**src/hw/rtl/lrt_pkg.sv**
```systemverilog
// ---------------------------------------------------------------------------
// lrt_pkg
// Shared constants and types for the logistic regression trainer.
// ---------------------------------------------------------------------------
`timescale 1ns / 1ps
`default_nettype none

package lrt_pkg;

  // Sample store
  localparam int MAX_SAMPLES = 1024;
  localparam int ADDR_W      = $clog2(MAX_SAMPLES);
  localparam int CNT_W       = ADDR_W + 1;

  // Field widths
  localparam int X_W   = 16;
  localparam int CFG_W = 16;
  localparam int MDL_W = 32;
  localparam int SUM_W = 48;

  // Divider: magnitude of (rate * sum) >> 16
  localparam int DIV_W     = 48;
  localparam int DIV_CNT_W = $clog2(DIV_W);

  // Register reset values
  localparam logic [CFG_W-1:0] LR_RESET    = 16'd655;
  localparam logic [CFG_W-1:0] EPOCH_RESET = 16'd100;

  // Register indexes
  localparam logic REG_LR    = 1'b0;
  localparam logic REG_EPOCH = 1'b1;

  // Result kinds
  localparam logic KIND_TRAIN   = 1'b0;
  localparam logic KIND_PREDICT = 1'b1;

  // Operations
  localparam logic OP_LOAD    = 1'b0;
  localparam logic OP_PREDICT = 1'b1;

  typedef struct packed {
    logic                  label;
    logic signed [X_W-1:0] x;
  } sample_t;

  typedef struct packed {
    logic              start;
    logic [DIV_W-1:0]  dividend;
    logic [CNT_W-1:0]  divisor;
  } div_req_t;

endpackage

`default_nettype wire

```
**src/hw/rtl/lrt_div.sv**
```systemverilog
// ---------------------------------------------------------------------------
// lrt_div
// Restoring unsigned divider, one quotient bit per cycle.
// ---------------------------------------------------------------------------
`timescale 1ns / 1ps
`default_nettype none

module lrt_div (
  input  wire                           clk,
  input  wire                           rst_n,
  input  lrt_pkg::div_req_t             req,
  output logic                          done,
  output logic [lrt_pkg::DIV_W-1:0]     quotient
);

  logic                             busy_r, busy_nxt;
  logic                             done_r, done_nxt;
  logic [lrt_pkg::DIV_CNT_W-1:0]    cnt_r, cnt_nxt;
  logic [lrt_pkg::CNT_W-1:0]        rem_r, rem_nxt;
  logic [lrt_pkg::DIV_W-1:0]        quo_r, quo_nxt;
  logic [lrt_pkg::CNT_W-1:0]        den_r, den_nxt;
  logic [lrt_pkg::CNT_W:0]          trial;
  logic [lrt_pkg::CNT_W:0]          diff;
  logic                             fits;

  // One shift-subtract step
  always_comb begin
    trial = {rem_r, quo_r[lrt_pkg::DIV_W-1]};
    diff  = trial - {1'b0, den_r};
    fits  = (trial >= {1'b0, den_r});
  end

  always_comb begin
    busy_nxt = busy_r;
    done_nxt = 1'b0;
    cnt_nxt  = cnt_r;
    rem_nxt  = rem_r;
    quo_nxt  = quo_r;
    den_nxt  = den_r;
    if (req.start) begin
      busy_nxt = 1'b1;
      cnt_nxt  = '0;
      rem_nxt  = '0;
      quo_nxt  = req.dividend;
      den_nxt  = req.divisor;
    end else if (busy_r) begin
      rem_nxt = fits ? diff[lrt_pkg::CNT_W-1:0] : trial[lrt_pkg::CNT_W-1:0];
      quo_nxt = {quo_r[lrt_pkg::DIV_W-2:0], fits};
      cnt_nxt = cnt_r + 1'b1;
      if (cnt_r == lrt_pkg::DIV_CNT_W'(lrt_pkg::DIV_W - 1)) begin
        busy_nxt = 1'b0;
        done_nxt = 1'b1;
      end
    end
  end

  // Control state
  always_ff @(posedge clk) begin
    if (!rst_n) begin
      busy_r <= 1'b0;
      done_r <= 1'b0;
    end else begin
      busy_r <= busy_nxt;
      done_r <= done_nxt;
    end
  end

  // Datapath
  always_ff @(posedge clk) begin
    cnt_r <= cnt_nxt;
    rem_r <= rem_nxt;
    quo_r <= quo_nxt;
    den_r <= den_nxt;
  end

  assign done     = done_r;
  assign quotient = quo_r;

endmodule

`default_nettype wire

```
**config.mk**
```make
export PLATFORM = sky130hd
export DESIGN_NAME = lrt_div
export DESIGN_NICKNAME = d
export VERILOG_FILES = /design/src/hw/rtl/lrt_pkg.sv /design/src/hw/rtl/lrt_div.sv
export SDC_FILE = /design/constraint.sdc
export NUM_CORES = 1
export LEC_CHECK = 0
export ABC_AREA = 1
export ABC_CLOCK_PERIOD_IN_PS = 2300
export BUFFER_PORTS_ARGS = -buffer_cell sky130_fd_sc_hd__buf_2
export CAP_MARGIN = 20
export CORE_MARGIN = 3
export CORE_UTILIZATION = 53
export DETAILED_ROUTE_END_ITERATION = 8
export PLACE_DENSITY = 0.82
export SYNTH_ARGS = -nofsm -noshare
export SYNTH_HDL_FRONTEND = slang
export SYNTH_SLANG_ARGS = --single-unit
```
**constraint.sdc**
```tcl
create_clock -name clk -period 2.3 [get_ports clk]
set_clock_uncertainty 0.1 [all_clocks]
set_input_delay 0.345 -clock clk [delete_from_list [all_inputs] [get_ports clk]]
set_output_delay 0.345 -clock clk [all_outputs]
set_load 0.02 [all_outputs]
```
==> results.txt <==
The final estimated routing congestion in global placement came out at 0.951. The final worst-path cycle share is 95.4%. The post-synthesis simple-gate area fraction is 32.6%. The routed layout has 3481 vias. The sequential fraction of the synthesis area came out at 53.5%. Setup repair after global routing could not meet its margin everywhere. The total grt overflow came out at 0. The tool flagged a number of max-cap violations equal to 0.

The number of sinks handled by clock tree synthesis came out at 78. The net count after synthesis is 548. The number of iterations in the first detailed-routing pass is 4. In this run, the combinational gates consume 16.3% of the power. The synthesized design contains 59 enable-type register cells. The number of antenna-violating nets in the routed design came out at 0. In the routed layout, each cell is associated on average with a via count of 5.05. The tree is rooted in a sky130_fd_sc_hd__clkbuf_8. The total count of hold-check failures in the final report came to 0. The maximum fanout count along the critical path is 6.

The mapped cell area came out at 4020 sq um. The synthesized netlist devotes 0.654% of its cell area to XOR and XNOR gates. The global-route usage over all layers came out at 22.7%. The first global-routing pass estimated 15500 um of wire. The worst setup path is of the reg2reg kind. The clock network latency to the later pin of the worst-skew pair is 350 ps. The half-perimeter wire length after placement came out at 6710 um. Final hold analysis gives a worst-case slack of 65.3 ps. The synthesized instance count is 473. The worst-case setup slack after placement is 240 ps. The y dimension of the die is 93.1 um. Summed over all layers, the routed wires come to 9340 um.

Entering global routing, the biggest net connects 40 pins. The number of warnings issued by yosys is 0. The average footprint of a synthesized cell came out at 8.50 sq um. The total setup violations reported at the end of the flow is 0.

STA classifies the critical path startpoint as a flop. The share of cell area taken by muxes after synthesis came out at 0%. After floorplanning, the core was sized to cover 7290 sq um. The H-tree was split into 3 levels.

The hold-fix buffer count after cts is 0. On the worst path, the slowest cell contributes a delay of 410 ps. The die span in x is 93.1 um.

The worst setup path is captured at a flop. Traced cell by cell, the critical path runs through inv_1, ha_1, fa_2, inv_1, nand3_1, nand3_2, nand2_2, nand4_2, nand2_1, nand2_1. The register-to-register setup slack is 110 ps. Internal power comes to 2.47 mW. The average detailed-routed wire length per instance is 13.6 um. The share of total power dissipated in sequential elements is 50.6%.

At the worst endpoint, the required time is 2310 ps. The number of cells after detailed placement is 673. The transition time at the pin with the least slew margin is 333 ps. The reported leakage power came out at 2.49 nW. The starting utilization of the core area is 55.1%. TritonCTS built the clock tree. In the synthesized netlist the dominant register cell turns out to be sky130_fd_sc_hd__edfxtp_1. The clock network fraction of design power came out at 33.1%. The number of antenna violations at the first check in global routing came to 0. VDD sags by at most 511 uV.

The number of top-level design ports is 111. For this design the total switching power over the nets is 0.902 mW. The routed design could run at a clock period as short as 2190 ps. The count of routing violations after the opening detailed-route iteration came out at 304. The adder-cell share of the synthesized area came out at 4.23%. The number of library cell types mapped by synthesis came out at 31. The power per unit of standard cell area is 689 nW/um^2. The share of cells above drive strength 1 is 28.3%. After clock tree synthesis, the clock-pin slew on the worst setup and hold paths is 80 ps. The dominant combinational cell family by area after synthesis is simple AND/OR/NAND/NOR gates. Once placement finished, the instance area stood at 4670 sq um. The deepest clock path buffer count is 2. The layout overhead on the synthesized area came out at 21.9%. The slowest stage of the critical path belongs to the cell sky130_fd_sc_hd__edfxtp_1. The share of async-settable or async-resettable flops after synthesis came out at 0%. The type of the most critical hold path is in2reg. The highest clock rate came out at 0.456 GHz.

Counting flops and latches in the post-synthesis netlist gives 78. The top cell types in the final layout, fill and taps aside, are sky130_fd_sc_hd__nand2_1, sky130_fd_sc_hd__buf_2, sky130_fd_sc_hd__edfxtp_1, sky130_fd_sc_hd__inv_1, sky130_fd_sc_hd__nand3_1. The number of max-slew violations in the final report came to 0. The area of the die came out at 8670 sq um. After routing the design area is 4900 sq um. The switching power share of the total came out at 26.7%. The number of buffer cells added on primary ports came out at 110. The final worst slack is 107 ps. The final antenna diode count came out at 0. The cell row count came out at 31. Data arrives at the worst endpoint at 2200 ps. The complex-gate fraction of the synthesized area came out at 1.81%. The DRC violation count after routing is 0.

Leaving out fill and tap cells, the most frequent cell in the layout is sky130_fd_sc_hd__nand2_1. The final instance count without filler cells came out at 689. The via count of the first global-routing pass is 3361. The total number of nets in the final design came out at 661. The number of CTS-inserted buffers is 9. The run finished with clean final reports. The relative max-transition margin is 77.8%.
[layer usage]
metal | vias up | global-route usage, % | wire length (um)
li1 | 1742 | - | -
met1 | 1593 | 29.1 | 3890
met2 | 128 | 36.5 | 4640
met3 | 18 | 5.63 | 628
met4 | 0 | 10.0 | 182
met5 | - | 0 | 0
[worst paths after layout]
kind,start,end,depth (start not counted)
hold / removal,req[1],den_r[1],1
hold reg to reg,rem_r[7],rem_r[7],2
setup / recovery,quotient[47],quotient[0],10
setup reg to reg,quotient[47],quotient[0],10
[synth_stat cells, types with 2 or more instances]
cell type | count | share of area (%)
sky130_fd_sc_hd__xnor2_1 | 2 | 0.44
sky130_fd_sc_hd__nor3_1 | 3 | 0.37
sky130_fd_sc_hd__clkbuf_1 | 12 | 1.1
sky130_fd_sc_hd__nand2_1 | 213 | 20
sky130_fd_sc_hd__nor2_1 | 17 | 1.6
sky130_fd_sc_hd__nor2_2 | 2 | 0.31
sky130_fd_sc_hd__dfxtp_1 | 19 | 9.5
sky130_fd_sc_hd__a21oi_1 | 5 | 0.62
sky130_fd_sc_hd__buf_2 | 2 | 0.25
sky130_fd_sc_hd__nand3_1 | 26 | 3.2
sky130_fd_sc_hd__inv_1 | 47 | 4.4
sky130_fd_sc_hd__o21ai_0 | 3 | 0.37
sky130_fd_sc_hd__edfxtp_1 | 59 | 44
sky130_fd_sc_hd__ha_1 | 12 | 3.7
sky130_fd_sc_hd__inv_2 | 5 | 0.47
sky130_fd_sc_hd__nand2_2 | 14 | 2.2
sky130_fd_sc_hd__nand3_2 | 6 | 1.5
sky130_fd_sc_hd__nand4_1 | 13 | 2.0
[final cells by class]
cell class	count	area, sq um
clock buffers	11	141
clock inverters	4	72.6
fillers	611	2390
inverters	52	195
multi-input cells	327	1590
flip-flops and latches	78	2150
well taps	99	124
repair buffers	118	623
[repair_timing]
item,in CTS,in global routing
buffers inserted,0,0
resized for setup,0,1
endpoints found under the setup margin,0,3
[cells by family after synthesis]
group	after synthesis
buffers and inverters	69
AND/OR/NAND/NOR	299
AO/OA/AOI/OAI	11
adder cells (fa/ha/maj)	13
XOR/XNOR	3
flip-flops	78
[through the flow]
step	setup TNS, ps	power (mW)	utilization, %
2_1_floorplan	0	2.07	-
3_3_place_gp	0	2.27	64.1
3_5_place_dp	0	2.28	64.1
4_1_cts	0	3.39	67.0
5_1_grt	-25.1	3.52	67.2
6_report	0	3.38	67.2
[power groups by stage]
| stage | sequential, mW | clock, mW | combinational (mW) |
|---|---|---|---|
| after floorplan | 1.84 | 0 | 0.228 |
| after detailed placement | 1.73 | 0 | 0.546 |
| after CTS | 1.71 | 1.13 | 0.550 |
| after global routing | 1.72 | 1.19 | 0.607 |
| after global placement | 1.73 | 0 | 0.534 |
| final | 1.71 | 1.12 | 0.550 |
[critical path: cells and delay by family (launching register included)]
kind	cells	cell delay, ps
adder cells (fa/ha/maj)	2	430
flip-flops	1	410
buffers and inverters	2	170
AND/OR/NAND/NOR	6	840
[flip-flops by register name, indices dropped and copies added (netlist names)]
name and flops:
done 1, den_r 11, rem_r 11, cnt_r 6
busy_r 1, quotient 48
Note: power is estimated with default switching activity, not from simulation.
